[src/hw/rtl/gpe_pkg.sv]
`timescale 1ns / 1ps
package gpe_pkg;

  localparam int MAX_DEGREE_DEF = 32;

  localparam logic signed [63:0] ONE_Q32   = 64'sh0000_0001_0000_0000;
  localparam logic signed [63:0] ONE_Q16   = 64'sh0000_0000_0001_0000;
  localparam logic signed [63:0] SAT_MAX   = 64'sh7FFF_FFFF_FFFF_FFFF;
  localparam logic signed [63:0] SAT_MIN   = 64'sh8000_0000_0000_0000;

  // result scaling of the shared multiplier
  typedef enum logic [1:0] {
    SH_14,
    SH_16,
    SH_32
  } sh_t;

  typedef enum logic [1:0] {
    M_IDLE,
    M_ACC,
    M_RND,
    M_FIN
  } mphase_t;

  typedef enum logic [3:0] {
    ST_IDLE,
    ST_C1,
    ST_XP,
    ST_T1,
    ST_T2,
    ST_DIV,
    ST_SC,
    ST_RES,
    ST_OUT
  } st_t;

  typedef struct packed {
    logic start;
    sh_t  sh;
  } mul_req_t;

  typedef struct packed {
    logic done;
    logic ovf;
  } mul_rsp_t;

endpackage

[src/hw/rtl/gpe_mul.sv]
`timescale 1ns / 1ps
module gpe_mul (
  input  logic                clk,
  input  logic                rst_n,
  input  gpe_pkg::mul_req_t   req,
  input  logic signed [63:0]  op_a,
  input  logic signed [63:0]  op_b,
  output gpe_pkg::mul_rsp_t   rsp,
  output logic signed [63:0]  result
);
  import gpe_pkg::*;

  mphase_t            phase_r, phase_nxt;
  logic [1:0]         cnt_r, cnt_nxt;
  logic [63:0]        ua_r, ua_nxt, ub_r, ub_nxt;
  logic               neg_r, neg_nxt;
  sh_t                sh_r, sh_nxt;
  logic [127:0]       acc_r, acc_nxt;
  logic signed [63:0] res_r, res_nxt;
  logic               done_r, done_nxt;
  logic               ovf_r, ovf_nxt;

  logic [31:0]  a_sel, b_sel;
  logic [63:0]  pp;
  logic [127:0] pp_pos, rnd;
  logic         hi_nz;
  logic [63:0]  mlo, limit;

  always_ff @(posedge clk) begin
    if (!rst_n) begin
      phase_r <= M_IDLE;
      done_r  <= 1'b0;
    end else begin
      phase_r <= phase_nxt;
      done_r  <= done_nxt;
    end
    cnt_r <= cnt_nxt;
    ua_r  <= ua_nxt;
    ub_r  <= ub_nxt;
    neg_r <= neg_nxt;
    sh_r  <= sh_nxt;
    acc_r <= acc_nxt;
    res_r <= res_nxt;
    ovf_r <= ovf_nxt;
  end

  // one 32x32 partial product per cycle
  always_comb begin
    a_sel = cnt_r[0] ? ua_r[63:32] : ua_r[31:0];
    b_sel = cnt_r[1] ? ub_r[63:32] : ub_r[31:0];
    pp    = 64'(a_sel) * 64'(b_sel);
    case (cnt_r)
      2'd0:    pp_pos = 128'(pp);
      2'd3:    pp_pos = 128'(pp) << 64;
      default: pp_pos = 128'(pp) << 32;
    endcase
    unique case (sh_r)
      SH_14: begin
        rnd   = 128'(1) << 13;
        hi_nz = |acc_r[127:78];
        mlo   = acc_r[77:14];
      end
      SH_16: begin
        rnd   = 128'(1) << 15;
        hi_nz = |acc_r[127:80];
        mlo   = acc_r[79:16];
      end
      default: begin
        rnd   = 128'(1) << 31;
        hi_nz = |acc_r[127:96];
        mlo   = acc_r[95:32];
      end
    endcase
    limit = neg_r ? 64'h8000_0000_0000_0000 : 64'h7FFF_FFFF_FFFF_FFFF;
  end

  always_comb begin
    phase_nxt = phase_r;
    cnt_nxt   = cnt_r;
    ua_nxt    = ua_r;
    ub_nxt    = ub_r;
    neg_nxt   = neg_r;
    sh_nxt    = sh_r;
    acc_nxt   = acc_r;
    res_nxt   = res_r;
    ovf_nxt   = ovf_r;
    done_nxt  = 1'b0;
    unique case (phase_r)
      M_IDLE: begin
        if (req.start) begin
          ua_nxt    = op_a[63] ? 64'(0) - op_a : op_a;
          ub_nxt    = op_b[63] ? 64'(0) - op_b : op_b;
          neg_nxt   = op_a[63] ^ op_b[63];
          sh_nxt    = req.sh;
          acc_nxt   = '0;
          cnt_nxt   = 2'd0;
          phase_nxt = M_ACC;
        end
      end
      M_ACC: begin
        acc_nxt = acc_r + pp_pos;
        cnt_nxt = cnt_r + 2'd1;
        if (cnt_r == 2'd3) phase_nxt = M_RND;
      end
      M_RND: begin
        acc_nxt   = acc_r + rnd;
        phase_nxt = M_FIN;
      end
      M_FIN: begin
        done_nxt  = 1'b1;
        phase_nxt = M_IDLE;
        if (hi_nz || mlo > limit) begin
          ovf_nxt = 1'b1;
          res_nxt = neg_r ? SAT_MIN : SAT_MAX;
        end else begin
          ovf_nxt = 1'b0;
          res_nxt = neg_r ? 64'(0) - mlo : mlo;
        end
      end
      default: phase_nxt = M_IDLE;
    endcase
  end

  assign rsp.done = done_r;
  assign rsp.ovf  = ovf_r;
  assign result   = res_r;

endmodule

[config.mk]
export PLATFORM = sky130hd
export DESIGN_NAME = gpe_mul
export DESIGN_NICKNAME = d
export VERILOG_FILES = /design/src/hw/rtl/gpe_pkg.sv /design/src/hw/rtl/gpe_mul.sv
export SDC_FILE = /design/constraint.sdc
export NUM_CORES = 2
export LEC_CHECK = 0
export BUFFER_PORTS_ARGS = -buffer_cell sky130_fd_sc_hd__buf_2
export CAP_MARGIN = 25
export CORE_ASPECT_RATIO = 0.6
export CORE_MARGIN = 3
export CORE_UTILIZATION = 65
export DETAILED_ROUTE_END_ITERATION = 12
export PLACE_DENSITY = 0.83
export SYNTH_ARGS = -nofsm -noshare
export SYNTH_HDL_FRONTEND = slang
export SYNTH_SLANG_ARGS = --single-unit
[constraint.sdc]
create_clock -name clk -period 32.5 [get_ports clk]
set_clock_uncertainty 0.1 [all_clocks]
set_input_delay 9.75 -clock clk [delete_from_list [all_inputs] [get_ports clk]]
set_output_delay 9.75 -clock clk [all_outputs]
set_load 0.05 [all_outputs]
==> impl_summary.md <==
Critical path
Along the worst path, the maximum fanout reaches 59. The number of cells on the worst reg-to-reg path is 38. By instance count, the cell type seen most on the critical path is sky130_fd_sc_hd__fa_1. STA puts the critical path data arrival time at 15.41 ns. The number of buffers and inverters on the critical path is 5. The largest individual stage delay along the critical path comes from the cell sky130_fd_sc_hd__mux2_1. For the worst setup path, the data required time is 32.73 ns.

The startpoint identified for the worst register-to-register timing path is cnt_r[1]. Setup slack on the worst reg-to-reg path comes out at 17.32 ns. The worst register-to-register path ends at acc_r[127]. The start-to-end type of the worst setup path is reg -> reg. The element type at the critical path end is a register.

The largest single stage delay on the critical path is 1.05 ns. The launching element type of the critical path is a register. In this design, the largest share of critical-path delay is due to compound AO/OA/AOI/OAI gates.

Logic synthesis
The simple logic cell fraction of the synthesized area is 15.3%. The number of nets in the synthesized netlist is 8266. Summed over all instances, the cell type with the most area after synthesis is sky130_fd_sc_hd__fa_1. Summing the areas of all compound-gate instances in the mapped netlist gives 12.5% of the synthesized area. Sequential elements use 16.4% of the synthesized area. Sorting the synthesized cells by area gives the leading types as sky130_fd_sc_hd__fa_1 (30%), sky130_fd_sc_hd__edfxtp_1 (16%), sky130_fd_sc_hd__ha_1 (9.7%). The mapped netlist covers 0.0599 mm2. The total number of yosys warnings is 0.

The fraction of the mapped netlist area in adder cells is 39.7%. The mean cell area of the mapped netlist is 8.84 um2. The share of flip-flops with an asynchronous set or reset after synthesis is 0%. The number of enable-type register cells in the synthesized netlist is 326. The synthesized design devotes to its leading area cell type 30.0% of total area. The synthesized netlist devotes 4.42% of its cell area to XOR and XNOR gates. Multiplexer cells account for 3.60% of the synthesized area.

By area, the combinational part of the netlist is dominated by adder cells. After synthesis the netlist holds a flip-flop and latch count of 329. Counting distinct cell types in the post-synthesis netlist gives 78.

The most instantiated flip-flop cell in the synthesis netlist is sky130_fd_sc_hd__edfxtp_1. The synthesized instance count is 6773.

Timing
Based on the critical path, the design can be clocked at up to 0.0659 GHz. Once routing completed, OpenROAD measured the worst setup slack at 17.32 ns. For the pin with the worst max-slew slack, the measured transition is 1.25 ns. The number of pins exceeding their max-slew limit in the final report is 0. Setup violations remaining at the end of the flow were counted as 0. The final number of hold-violating endpoints is 0. The worst pin sits at a relative slew slack of 16.7%.

The final critical-path required period is 15.18 ns. Setup repair after global routing left no endpoint under its margin. The final critical path takes up 46.7% of the cycle.

Summed over all failing endpoints, the final setup total negative slack is 0 ns.

Die
The die height is 241 um. The die boundary width is 398 um. The initial utilization of the core area, before any placement, comes to 66.2%. The number of cell rows is 85.

The floorplan step defined a core boundary enclosing 0.0905 mm2. The full die area is 0.0959 mm2. The I/O pin count is 199.

Finish
The number of nets in the finished design is 8288. In the layout the commonest cells are sky130_fd_sc_hd__inv_1 (956), sky130_fd_sc_hd__nor2_1 (911), sky130_fd_sc_hd__fa_1 (897). The area used by multi-input combinational logic is 0.0454 mm2. The most common library cell in the layout ignoring fill and taps is sky130_fd_sc_hd__inv_1.

The area growth from synthesis to final layout is 6.15%. The storage element area is 0.00985 mm2. Of the cells placed in the final design, the portion with a size suffix greater than 1 is 7.48%.

The layout filler cell count is 6990.

Clocking
The clock transition at the registers of the reported paths is 0.07 ns. Once the clock tree was built, the resizer swapped 0 gates to a different size. The number of buffers created by CTS is 37. The H-tree generated during clock tree synthesis spans 2 levels. For this design, the CTS-stage hold fixing added 0 buffers. The clock drives 329 sinks. The maximum count of clock buffers along a single path is 3. Post-CTS timing repair inserted 0 buffers for setup. TritonCTS built the clock tree. The later pin in the worst-skew pair is clocked with a latency of 0.60 ns. Clock tree synthesis selected as its root buffer the cell sky130_fd_sc_hd__clkbuf_16.

Run status
The flow ran to the end, and the final reports show no timing, DRC or antenna violations.

Route
The via count is 53400. The final layout contains routed wiring with a total length of 225000 um. After detailed routing, the number of remaining DRC violations is 0. For this block, the initial DRC count from the detailed router was 8210. Detailed routing placed a total of 78900 um of wire on met2. The via density per instance is 6.64. After detailed routing, the average wire length per cell comes to 27.9 um. The number of detailed-route iterations in the first pass is 9. Detailed routing placed a total of 47800 um of wire on met3. The number of nets with antenna violations after detailed routing is 0. The highest routing layer actually used is met5.

The detailed router put a total of 89800 um of wire on met1.

Global route
The global-route usage over all layers is 46.5%. The initial antenna violation count is 11. The via count of the first global-routing pass is 51800. Entering global routing, the biggest net connects 84 pins. For this run the aggregate overflow at the end of global routing stands at 0. The first global-routing pass estimated 328000 um of wire.

Place
The number of port buffers is 198. The worst setup slack before clock tree synthesis is 17.89 ns. Summed over all nets, the half-perimeter wirelength after detailed placement is 181000 um. The congestion estimate from routability-driven global placement came to 1.14.

Min path
The launch point of the worst hold path is phase_r[0]. The worst hold path endpoint is phase_r[0]. The tightest min-delay check is of the reg -> reg type. Along the worst hold path, the cell count comes to 2.

Job
The reported max-cap violation count is 0.
-- flip-flops by register name (all words and copies together) (netlist names) --
signal	count
result	64
neg_r	1
ua_r	64
sh_r	2
ovf_r	1
acc_r	128
ub_r	64
done_r	1
cnt_r	2
phase_r	2
-- cell families after synthesis --
kind of cell,count (synthesis)
AO/OA/AOI/OAI,1166
XOR/XNOR,302
adder cells (fa/ha/maj),1360
buffers and inverters,1288
flip-flops,329
multiplexers,207
AND/OR/NAND/NOR,2121
-- worst max path at each step --
stage,startpoint,endpoint,depth (start not counted)
2_1_floorplan,req[2],acc_r[0],2
3_3_place_gp,op_b[19],ub_r[60],12
4_1_cts,cnt_r[1],acc_r[120],42
6_report,cnt_r[1],acc_r[127],38
5_1_grt,cnt_r[1],acc_r[120],42
3_5_place_dp,op_b[19],ub_r[58],12
-- Yosys cell counts (all sizes together), types with 6 or more instances --
cell      n
inv     959
nor2    912
fa      897
nand2   727
ha      463
a21oi   331
edfxtp  326
clkbuf  299
o21ai   244
xnor2   226
a21o    182
mux2i   138
nand4    92
xor2     76
mux2     69
and2     64
nand3    64
o31ai    60
nor3     55
o21bai   53
o21a     44
or3      38
nor4     34
a22o     31
o22ai    31
or4      30
buf      28
nand2b   26
o41ai    25
nor2b    23
a211oi   21
and3     20
o211ai   20
a31oi    19
or2      19
a221oi   17
a21boi   10
a41oi     8
o311ai    8
o31a      8
a221o     7
a211o     6
a311oi    6
-- worst reg2reg max path: cells and delay by family, from the launching register on --
| kind | cells | cell delay, ns |
|---|---|---|
| mux | 1 | 1.13 |
| fa+ha+maj | 10 | 4.72 |
| compound gates | 14 | 5.52 |
| buf+inv | 5 | 1.27 |
| flops | 1 | 0.37 |
| simple gates | 6 | 1.12 |
| xor+xnor | 2 | 0.71 |
-- layer usage --
layer	vias up	GRT usage, %
li1	22400	-
met1	25900	67.3
met2	4452	55.0
met3	655	30.1
met4	26	13.2
met5	-	3.96
-- layout make-up --
type | count | share of cell area, %
multi-input combinational | 5156 | 71.4
inverter | 961 | 5.68
tap | 1218 | 2.40
timing repair buffer | 310 | 2.96
antenna | 11 | 0.0433
sequential | 329 | 15.5
clock inverter | 26 | 0.465
clock buffer | 40 | 1.51
-- metrics by stage --
step / utilization [%] / instances / hold WS [ns] / instance area [um2]
final: 70.2 / 8051 / 0.459 / 63600
after global routing: 70.2 / 8043 / 0.492 / 63500
after CTS: 70.1 / 8035 / 0.451 / 63400
after detailed placement: 68.7 / 7969 / 0.441 / 62200
after global placement: 68.7 / 7965 / 0.429 / 62200
after floorplan: - / 6773 / 0.400 / 59900
Power is not shown: default switching activity piles up to over one toggle a cycle in this logic, so the estimate is an artifact.
