**config.mk**
```make
export PLATFORM = sky130hd
export DESIGN_NAME = gpe_div
export DESIGN_NICKNAME = d
export VERILOG_FILES = /design/src/hw/rtl/gpe_pkg.sv /design/src/hw/rtl/gpe_div.sv
export SDC_FILE = /design/constraint.sdc
export NUM_CORES = 1
export LEC_CHECK = 0
export BUFFER_PORTS_ARGS = -buffer_cell sky130_fd_sc_hd__buf_2
export CAP_MARGIN = 20
export CORE_AREA = 2 2 156 311
export CTS_BUF_LIST = sky130_fd_sc_hd__clkbuf_16
export DETAILED_ROUTE_END_ITERATION = 10
export DIE_AREA = 0 0 158 313
export SYNTH_ARGS = -nofsm -noshare
export SYNTH_HDL_FRONTEND = slang
export SYNTH_SLANG_ARGS = --single-unit
```
**constraint.sdc**
```tcl
create_clock -name clk -period 23.8 [get_ports clk]
set_input_delay 1.19 -clock clk [delete_from_list [all_inputs] [get_ports clk]]
set_output_delay 1.19 -clock clk [all_outputs]
set_load 0.03 [all_outputs]
```
**src/hw/rtl/gpe_pkg.sv**
```systemverilog
`timescale 1ns / 1ps
package gpe_pkg;

  localparam int MAX_DEGREE_DEF = 32;

  localparam logic signed [63:0] ONE_Q32   = 64'sh0000_0001_0000_0000;
  localparam logic signed [63:0] ONE_Q16   = 64'sh0000_0000_0001_0000;
  localparam logic signed [63:0] SAT_MAX   = 64'sh7FFF_FFFF_FFFF_FFFF;
  localparam logic signed [63:0] SAT_MIN   = 64'sh8000_0000_0000_0000;

  // result scaling of the shared multiplier
  typedef enum logic [1:0] {
    SH_14,
    SH_16,
    SH_32
  } sh_t;

  typedef enum logic [1:0] {
    M_IDLE,
    M_ACC,
    M_RND,
    M_FIN
  } mphase_t;

  typedef enum logic [3:0] {
    ST_IDLE,
    ST_C1,
    ST_XP,
    ST_T1,
    ST_T2,
    ST_DIV,
    ST_SC,
    ST_RES,
    ST_OUT
  } st_t;

  typedef struct packed {
    logic start;
    sh_t  sh;
  } mul_req_t;

  typedef struct packed {
    logic done;
    logic ovf;
  } mul_rsp_t;

endpackage

```
**src/hw/rtl/gpe_div.sv**
```systemverilog
`timescale 1ns / 1ps
module gpe_div #(
  parameter int DW = 6
) (
  input  logic                clk,
  input  logic                rst_n,
  input  logic                start,
  input  logic signed [63:0]  num,
  input  logic [DW-1:0]       den,
  output logic                done,
  output logic signed [63:0]  quo
);
  import gpe_pkg::*;

  logic          busy_r, busy_nxt;
  logic          done_r, done_nxt;
  logic [2:0]    cnt_r, cnt_nxt;
  logic [63:0]   dvd_r, dvd_nxt, q_r, q_nxt;
  logic [DW-1:0] rem_r, rem_nxt, den_r, den_nxt;
  logic          neg_r, neg_nxt;
  logic [63:0]   res_r, res_nxt;

  logic [DW:0]   rem_v;
  logic [63:0]   dvd_v, q_v, mag;

  always_ff @(posedge clk) begin
    if (!rst_n) begin
      busy_r <= 1'b0;
      done_r <= 1'b0;
    end else begin
      busy_r <= busy_nxt;
      done_r <= done_nxt;
    end
    cnt_r <= cnt_nxt;
    dvd_r <= dvd_nxt;
    q_r   <= q_nxt;
    rem_r <= rem_nxt;
    den_r <= den_nxt;
    neg_r <= neg_nxt;
    res_r <= res_nxt;
  end

  // eight quotient bits per cycle, remainder stays below the divisor
  always_comb begin
    busy_nxt = busy_r;
    done_nxt = 1'b0;
    cnt_nxt  = cnt_r;
    dvd_nxt  = dvd_r;
    q_nxt    = q_r;
    rem_nxt  = rem_r;
    den_nxt  = den_r;
    neg_nxt  = neg_r;
    res_nxt  = res_r;
    rem_v    = {1'b0, rem_r};
    dvd_v    = dvd_r;
    q_v      = q_r;
    mag      = num[63] ? 64'(0) - num : num;
    if (!busy_r) begin
      if (start) begin
        dvd_nxt  = mag + 64'(den >> 1);
        rem_nxt  = '0;
        q_nxt    = '0;
        den_nxt  = den;
        neg_nxt  = num[63];
        cnt_nxt  = 3'd0;
        busy_nxt = 1'b1;
      end
    end else begin
      for (int b = 0; b < 8; b++) begin
        rem_v = {rem_v[DW-1:0], dvd_v[63]};
        dvd_v = dvd_v << 1;
        if (rem_v >= {1'b0, den_r}) begin
          rem_v = rem_v - {1'b0, den_r};
          q_v   = {q_v[62:0], 1'b1};
        end else begin
          q_v   = {q_v[62:0], 1'b0};
        end
      end
      rem_nxt = rem_v[DW-1:0];
      dvd_nxt = dvd_v;
      q_nxt   = q_v;
      cnt_nxt = cnt_r + 3'd1;
      if (cnt_r == 3'd7) begin
        busy_nxt = 1'b0;
        done_nxt = 1'b1;
        res_nxt  = neg_r ? 64'(0) - q_v : q_v;
      end
    end
  end

  assign done = done_r;
  assign quo  = res_r;

endmodule
```
==> results of run 1 <==
## stage by stage
step / setup WS (ns) / hold slack [ns] / cell area, sq um / util (%)
floorplan: 6.42 / 0.450 / 14500 / -
finish: 3.31 / 0.487 / 16400 / 34.7
global route: 1.62 / 0.532 / 16400 / 34.7
global placement: 4.20 / 0.468 / 15700 / 33.3
CTS: 3.57 / 0.489 / 16400 / 34.7
detailed placement: 3.66 / 0.470 / 15700 / 33.3
## layer usage
metal  GRT usage [%]  share of wire, %
met5               0              0.23
met4            4.20               2.6
met3            2.09               5.2
met2            23.0                45
met1            20.5                46
## logic make-up (layout without fill, tap and decap cells)
| logic type | count (synthesis) | in the layout | share of synthesized area (%) |
|---|---|---|---|
| AOI/OAI and AO/OA | 348 | 348 | 17.0 |
| muxes | 32 | 32 | 2.33 |
| buffers and inverters | 118 | 228 | 3.21 |
| DFF | 202 | 202 | 41.2 |
| and+or+nand+nor | 486 | 486 | 18.4 |
| adders and majority gates | 66 | 66 | 6.17 |
| xor gates and xnor gates | 193 | 193 | 11.7 |
## registers in the layout (all words and copies together) (netlist names)
| name | count |
|---|---|
| quo | 64 |
| neg_r | 1 |
| q_r | 56 |
| rem_r | 6 |
| busy_r | 1 |
| cnt_r | 3 |
| done | 1 |
| den_r | 6 |
| dvd_r | 64 |
## how the worst min path moves through the flow
stage / endpoint / slack (ns) / cells past startpoint
final: dvd_r[6]$_SDFFE_PP0P_ / 0.49 / 1
after floorplan: dvd_r[6]$_SDFFE_PP0P_ / 0.45 / 1
after detailed placement: dvd_r[6]$_SDFFE_PP0P_ / 0.47 / 1
after global routing: dvd_r[6]$_SDFFE_PP0P_ / 0.53 / 1
after CTS: dvd_r[6]$_SDFFE_PP0P_ / 0.49 / 1
after global placement: dvd_r[6]$_SDFFE_PP0P_ / 0.47 / 1
## layout by cell type (no fill, tap or decap), types with 8 or more instances in the layout
cell,count
nor3_1,36
inv_1,47
mux2i_1,19
o31a_1,8
fa_1,9
xor2_1,63
o21ai_0,91
a32o_1,11
a21oi_1,37
o21a_1,11
or3_1,48
buf_4,9
buf_2,137
nand2b_1,20
edfxtp_1,192
and2_1,59
nand2_1,101
nor4_1,23
xnor2_1,130
o41ai_1,17
nand3_1,21
a21o_1,19
mux2_2,13
and3_1,8
clkbuf_16,21
a22o_1,34
dfxtp_1,9
a211oi_1,12
o31ai_1,47
or4_1,21
nor2_1,71
nor2b_1,25
ha_1,57
or2_2,14
## cells in the mapped netlist (23+ instances only)
library cell    n
a21oi_1        37
a22o_1         34
and2_1         60
clkbuf_1       59
edfxtp_1      192
ha_1           57
inv_1          46
nand2_1       101
nor2_1         72
nor2b_1        25
nor3_1         36
nor4_1         23
o21ai_0        91
o31ai_1        47
or3_1          48
xnor2_1       130
xor2_1         63
## layout make-up
type	count	area [sq um]	share of cell area [%]
timing repair buffer	146	753	4.60
multi-input combinational	1125	8050	49.1
sequential	202	5970	36.4
inverter	46	175	1.07
clock buffer	21	526	3.21
clock inverter	15	119	0.726
tap	632	791	4.83
## critical path: cells and delay by family, from the launching register on
kind,cells,cell delay [ns]
compound gates,42,9.70
simple gates,17,3.88
fa+ha+maj,9,2.61
mux,6,2.22
buf+inv,6,1.00
flops,1,0.71
xor+xnor,1,0.07
==> results by group, run 1 <==
Global route
  – First-pass GRT wire length: 58100 microns
  – Initial antenna violation count: 6
  – Gr usage total: 14.5%
  – Grt total ovfl: 0
  – Largest net degree at the start of global routing: 80
  – Vias in the first global route: 10623

Synth
  – Synth area leader: edfxtp_1
  – Post-Syn Nets: 1584
  – Post-synthesis cell area: 14500 sq um
  – Synth area leaders: edfxtp_1 (40%), xnor2_1 (7.9%), ha_1 (4.9%)
  – YS warnings: 0
  – Async SR Flop Fraction: 0%
  – Syn_area_per_cell: 10.0 sq um
  – Top-area cell type share of the netlist area: 39.8%
  – Seq/Total Area, Yosys: 41.2%
  – Synth Flop Type: edfxtp_1
  – Post-synth EDFFs: 192
  – Number of synthesized register bits: 202
  – Cells after Synth: 1445
  – Post-synth cell types: 85

Placement
  – DPL Wire Length: 27300 microns
  – Input/output buffers: 137
  – Gpl congestion: 0.873
  – Dpl cells: 2151

Drt
  – Vias per cell: 5.12
  – Vias after detailed routing: 11204
  – Initial DRC count: 543
  – Post-Route WL: 36300 microns
  – DRC errors left: 0
  – Drt first pass iters: 5
  – WL/cell: 16.6 microns
  – Antenna Nets Post-Route: 0

Clock network
  – Cts bufs inserted: 20
  – Reg clk slew, reported paths: 0.07 ns
  – Setup Buffers After CTS: 0
  – CTS sink count: 202
  – Root Driver: clkbuf_16
  – Clock Latency Late Sink: 0.51 ns
  – CTS tree: built
  – Post-cts sizing count: 0
  – H-Tree Depth: 1
  – Cts hold-fix bufs: 0
  – Worst-case clock buffer depth: 3

Run
  – Max-Cap Viols: 0

Floorplan
  – Core area: 47200 sq um
  – Height of the die: 313 microns
  – Rows: 113
  – Ports: 138
  – Die W: 158 microns
  – Initial Util: 30.6%
  – Die area: 49500 sq um

Critical path
  – Critical Path Sink: quo[54]$_DFFE_PP_
  – Most frequent CP cell: ha_1
  – Startpoint types: flop
  – Crit path from: den_r[1]$_DFFE_PP_
  – Worst Reg2Reg Path Length in Cells: 81
  – RR Endpoint: quo[54]$_DFFE_PP_
  – Slowest-stage cell, CP: edfxtp_1
  – FF-to-FF setup slack: 3.31 ns
  – Setup CP Type: flop to flop
  – CP Max Fanout: 11
  – Crit-path max cell delay: 0.71 ns
  – Crit. End Element: flop
  – Crit path required time: 24.05 ns
  – WP data arrival: 20.74 ns
  – R2R Path Start: den_r[1]$_DFFE_PP_

STA
  – Worst Skew: 0.0184 ns
  – Period minus WS final: 20.49 ns
  – RSZ-0062 raised after global routing: false
  – Fin crit share: 86.1%
  – Fin Setup TNS: 0 ns
  – Relative slew slack: 45.8%
  – Fin. max-slew vios: 0
  – Final setup fails: 0
  – Measured slew at the worst slew-check pin: 0.812 ns
  – F_max: 48.8 MHz
  – Final Hold Fails: 0

Worst hold path
  – Min-Delay Path Class: flop to flop
  – HP Start: dvd_r[6]$_SDFFE_PP0P_

Final layout
  – ANT cells: 0
  – Fin cells: 2187
  – Layout area overhead: 13.2%
  – Fillers: 4896
  – Nets: 1680
  – Layout cells sized above 1: 15.0%

Outcome
  – Status: finished, final reports clean
Power of run 1 is left out: the tool's default activity adds up to more than one toggle a clock period on the data nets, which glitch-free logic cannot reach.
==> inputs of run 2 (changes only) <==
--- a/config.mk
+++ b/config.mk
@@ -11,6 +11,7 @@
 export CTS_BUF_LIST = sky130_fd_sc_hd__clkbuf_16
 export DETAILED_ROUTE_END_ITERATION = 10
 export DIE_AREA = 0 0 158 313
+export MAX_ROUTING_LAYER = met4
 export SYNTH_ARGS = -nofsm -noshare
 export SYNTH_HDL_FRONTEND = slang
 export SYNTH_SLANG_ARGS = --single-unit
==> results by group, run 2 (synthesis results as in run 1) <==
Placement
  – Gpl congestion: 0.895
  – DPL Wire Length: 27400 microns
  – Dpl cells: 2149
  – Input/output buffers: 137
  – Pre-CTS WS: 3.79 ns

STA
  – Measured slew at the worst slew-check pin: 0.965 ns
  – Relative slew slack: 35.7%
  – Final Hold Fails: 0
  – Final setup fails: 0
  – Fin. max-slew vios: 0
  – RSZ-0062 raised after global routing: false
  – F_max: 49.2 MHz
  – Period minus WS final: 20.33 ns
  – Fin crit share: 85.4%
  – Fin worst setup slack: 3.47 ns
  – Hold Worst Slack: 0.489 ns
  – Worst Skew: 0.0162 ns
  – Fin Setup TNS: 0 ns

Worst hold path
  – Worst Hold Depth: 2
  – HP Start: dvd_r[5]$_SDFFE_PP0P_
  – Min-Delay Path Class: flop to flop
  – WHS Endpoint: dvd_r[5]$_SDFFE_PP0P_

Critical path
  – Worst Reg2Reg Path Length in Cells: 81
  – FF-to-FF setup slack: 3.47 ns
  – RR Endpoint: quo[54]$_DFFE_PP_
  – Worst Path Buf+Inv: 6
  – Crit. End Element: flop
  – Crit-path max cell delay: 0.70 ns
  – CP Max Fanout: 11
  – Crit path required time: 24.05 ns
  – Most frequent CP cell: ha_1
  – CP delay by family, top: compound AO/OA/AOI/OAI gates
  – Setup CP Type: flop to flop
  – R2R Path Start: den_r[1]$_DFFE_PP_
  – Startpoint types: flop
  – WP data arrival: 20.58 ns
  – Slowest-stage cell, CP: edfxtp_1

Drt
  – Vias per cell: 5.10
  – Drt first pass iters: 5
  – Vias after detailed routing: 11194
  – DRC errors left: 0
  – WL/cell: 16.6 microns
  – Initial DRC count: 587
  – Post-Route WL: 36500 microns
  – Antenna Nets Post-Route: 0

Final layout
  – Fillers: 4893
  – Layout cells sized above 1: 15.0%
  – Commonest non-fill, non-tap cells in the layout: edfxtp_1 (192), buf_2 (137), xnor2_1 (130)
  – Commonest non-fill, non-tap cell in the layout: edfxtp_1
  – Fin cells: 2194
  – Nets: 1678
  – Footprint of the multi-input gates: 8050 sq um
  – Sequential cell area: 5970 sq um
  – Layout area overhead: 13.7%

Floorplan
  – Core area: 47200 sq um
  – Die area: 49500 sq um
  – Ports: 138
  – Initial Util: 30.6%
  – Die W: 158 microns
  – Height of the die: 313 microns
  – Rows: 113

Global route
  – First-pass GRT wire length: 58400 microns
  – Gr usage total: 15.0%
  – Largest net degree at the start of global routing: 95
  – Initial antenna violation count: 9
  – Grt total ovfl: 0
  – Vias in the first global route: 10658

Clock network
  – Cts bufs inserted: 20
  – H-Tree Depth: 1
  – Reg clk slew, reported paths: 0.07 ns
  – Setup Buffers After CTS: 0
  – Post-cts sizing count: 0
  – CTS sink count: 202
  – Cts hold-fix bufs: 0
  – Worst-case clock buffer depth: 3
  – CTS tree: built
  – Root Driver: clkbuf_16
  – Clock Latency Late Sink: 0.51 ns

Outcome
  – Status: finished, final reports clean

Run
  – Max-Cap Viols: 0
run 2: cell count changes in the layout (fill, tap and decap cells not counted):
cell	previous run	this run
inv_6	2	1
bufinv_16	1	3
clkinvlp_4	3	4
buf_4	9	7
clkinv_2	4	2
inv_8	0	1
inv_1	47	46
diode_2	0	9
run 2: worst max path at each step:
stage	start	endpoint	slack, ns	cells past startpoint
finish	den_r[1]$_DFFE_PP_	quo[54]$_DFFE_PP_	3.47	81
detailed placement	den_r[1]$_DFFE_PP_	quo[54]$_DFFE_PP_	3.79	82
CTS	den_r[1]$_DFFE_PP_	quo[54]$_DFFE_PP_	3.70	82
global route	den_r[1]$_DFFE_PP_	quo[60]$_DFFE_PP_	1.62	82
global placement	den_r[1]$_DFFE_PP_	quo[54]$_DFFE_PP_	4.12	82
floorplan	den_r[1]$_DFFE_PP_	quo[54]$_DFFE_PP_	6.42	85
run 2: layout make-up:
| cell class | instances | area share, % |
|---|---|---|
| repair buffers | 144 | 4.49 |
| multi-input cells | 1125 | 48.9 |
| clock buffers | 21 | 3.20 |
| diodes | 9 | 0.137 |
| clock inverters | 15 | 1.07 |
| well taps | 632 | 4.81 |
| flip-flops and latches | 202 | 36.3 |
| inverters | 46 | 1.07 |
run 2: per-stage QoR:
stage / utilization, % / area, sq um
after CTS: 34.8 / 16400
after floorplan: - / 14500
after global routing: 34.8 / 16400
after detailed placement: 33.3 / 15700
final: 34.8 / 16400
after global placement: 33.3 / 15700
run 2: worst register-to-register path: cells and delay by family, from the launching register on:
kind	cells	cell delay, ns
muxes	6	2.24
and+or+nand+nor	17	3.83
adders and majority gates	9	2.60
xor gates and xnor gates	1	0.08
buffers and inverters	6	0.95
AOI/OAI and AO/OA	42	9.66
DFF	1	0.70
run 2: per-layer routing:
metal  share of wire, %  up-vias  track usage [%]
met1                 46     5231             20.6
met3                5.7       53             2.23
met4                2.4        0             3.99
met2                 45      332             23.2
met5                  0        -                -
li1                   -     5578                -
Power of run 2 is left out for the same reason.
==> inputs of run 3 (changes only) <==
--- a/config.mk
+++ b/config.mk
@@ -5,12 +5,13 @@
 export SDC_FILE = /design/constraint.sdc
 export NUM_CORES = 1
 export LEC_CHECK = 0
+export ABC_AREA = 1
 export BUFFER_PORTS_ARGS = -buffer_cell sky130_fd_sc_hd__buf_2
 export CAP_MARGIN = 20
-export CORE_AREA = 2 2 156 311
+export CORE_AREA = 2 2 168 334
 export CTS_BUF_LIST = sky130_fd_sc_hd__clkbuf_16
 export DETAILED_ROUTE_END_ITERATION = 10
-export DIE_AREA = 0 0 158 313
+export DIE_AREA = 0 0 170 336
 export MAX_ROUTING_LAYER = met4
 export SYNTH_ARGS = -nofsm -noshare
 export SYNTH_HDL_FRONTEND = slang
==> results by group, run 3 <==
Synth
  – Syn_area_per_cell: 7.21 sq um
  – Post-synth EDFFs: 192
  – Synth area leader: edfxtp_1
  – Cells after Synth: 2317
  – Most common cell in the netlist: nand2_1
  – Synth area leaders: edfxtp_1 (35%), nand2_1 (13%), inv_1 (8.6%)
  – Post-synth cell types: 61
  – Async SR Flop Fraction: 0%
  – Post-Syn Nets: 2456
  – Seq/Total Area, Yosys: 35.7%
  – Number of synthesized register bits: 202
  – YS warnings: 0
  – Top-area cell type share of the netlist area: 34.5%
  – Synth Flop Type: edfxtp_1
  – Top post-synthesis cells by count: nand2_1 (583), inv_1 (384), nor2_1 (291)
  – Post-synthesis cell area: 16700 sq um

Floorplan
  – Ports: 138
  – Core area: 54500 sq um
  – Height of the die: 336 microns
  – Rows: 121
  – Die W: 170 microns
  – Initial Util: 30.6%
  – Die area: 57100 sq um

Clock network
  – Clock Latency Late Sink: 0.54 ns
  – Reg clk slew, reported paths: 0.07 ns
  – Setup Buffers After CTS: 0
  – H-Tree Depth: 1
  – CTS tree: built
  – Root Driver: clkbuf_16
  – Cts bufs inserted: 22
  – Cts hold-fix bufs: 0
  – Worst-case clock buffer depth: 3
  – Post-cts sizing count: 0
  – CTS sink count: 202

Run
  – Max-Cap Viols: 0

STA
  – Fin Setup TNS: 0 ns
  – F_max: 62.6 MHz
  – Period minus WS final: 15.98 ns
  – Fin. max-slew vios: 0
  – Final Hold Fails: 0
  – Fin worst setup slack: 7.82 ns
  – RSZ-0062 raised after global routing: false
  – Measured slew at the worst slew-check pin: 1.02 ns
  – Fin crit share: 67.1%
  – Worst Skew: 0.0151 ns
  – Relative slew slack: 31.7%
  – Final setup fails: 0

Drt
  – Drt first pass iters: 7
  – DRC errors left: 0
  – Antenna Nets Post-Route: 0
  – WL/cell: 19.8 microns
  – Vias after detailed routing: 15590
  – Initial DRC count: 932
  – Vias per cell: 4.97
  – Post-Route WL: 62100 microns

Outcome
  – Status: finished, final reports clean

Global route
  – Grt total ovfl: 0
  – First-pass GRT wire length: 92300 microns
  – Gr usage total: 22.4%
  – Largest net degree at the start of global routing: 69
  – Initial antenna violation count: 0
  – Vias in the first global route: 16113

Critical path
  – CP delay by family, top: compound AO/OA/AOI/OAI gates
  – Startpoint types: flop
  – Most frequent CP cell: nand2_1
  – Slowest-stage cell, CP: edfxtp_1
  – Setup CP Type: flop to flop
  – CP Max Fanout: 18
  – WP data arrival: 16.26 ns
  – Crit-path max cell delay: 0.63 ns
  – Worst Path Buf+Inv: 11
  – Crit. End Element: flop
  – Crit path required time: 24.09 ns

Final layout
  – Final core utilization: 34.6%
  – Layout cells sized above 1: 11.1%
  – Commonest non-fill, non-tap cell in the layout: nand2_1
  – ANT cells: 0
  – Commonest non-fill, non-tap cells in the layout: nand2_1 (583), inv_1 (385), nor2_1 (290)
  – Layout area overhead: 13.0%
  – Nets: 2584

Placement
  – Gpl congestion: 0.988
  – Pre-CTS WS: 7.89 ns
  – DPL Wire Length: 50500 microns
  – Input/output buffers: 137

Worst hold path
  – Min-Delay Path Class: flop to flop
==> run 3: cell families after synthesis <==
kind of cell | count (synthesis) | synth area share [%]
xor+xnor | 141 | 7.44
buf+inv | 435 | 10.1
fa+ha+maj | 66 | 5.35
compound gates | 228 | 7.78
simple gates | 1245 | 33.6
flops | 202 | 35.7
==> run 3: final cells by class <==
class	instances	area [sq um]
Fill cell	5913	35600
Multi-Input combinational cell	1680	9050
Sequential cell	202	5970
Inverter	392	1480
Tap cell	676	846
Timing Repair Buffer	147	761
Clock buffer	23	576
Clock inverter	17	189
==> run 3: worst min-delay path: stages (launching register included) <==
cell and delay [ns]:
dfxtp_1 0.33, nand2_1 0.06, nand2_1 0.04
==> run 3: layer usage <==
metal | share of wire, % | global-route usage, %
met4 | 9.8 | 17.9
met3 | 3.2 | 2.08
met5 | 0 | -
met2 | 56 | 44.7
met1 | 31 | 18.0
==> run 3: per-stage QoR <==
stage | instance area [sq um] | cells | hold slack, ns
floorplan | 16700 | 2317 | 0.427
global placement | 18100 | 3097 | 0.467
detailed placement | 18100 | 3097 | 0.464
CTS | 18900 | 3137 | 0.476
global route | 18900 | 3137 | 0.506
finish | 18900 | 3137 | 0.471
==> run 3: path summary, 6_finish.rpt <==
path / startpoint / end / slack (ns) / cells past startpoint
max: den_r[1]$_DFFE_PP_ / quo[54]$_DFFE_PP_ / 7.82 / 85
min: dvd_r[7]$_SDFFE_PP0P_ / dvd_r[7]$_SDFFE_PP0P_ / 0.47 / 2
max reg2reg: den_r[1]$_DFFE_PP_ / quo[54]$_DFFE_PP_ / 7.82 / 85
min reg2reg: dvd_r[7]$_SDFFE_PP0P_ / dvd_r[7]$_SDFFE_PP0P_ / 0.47 / 2
Power of run 3 is left out for the same reason.
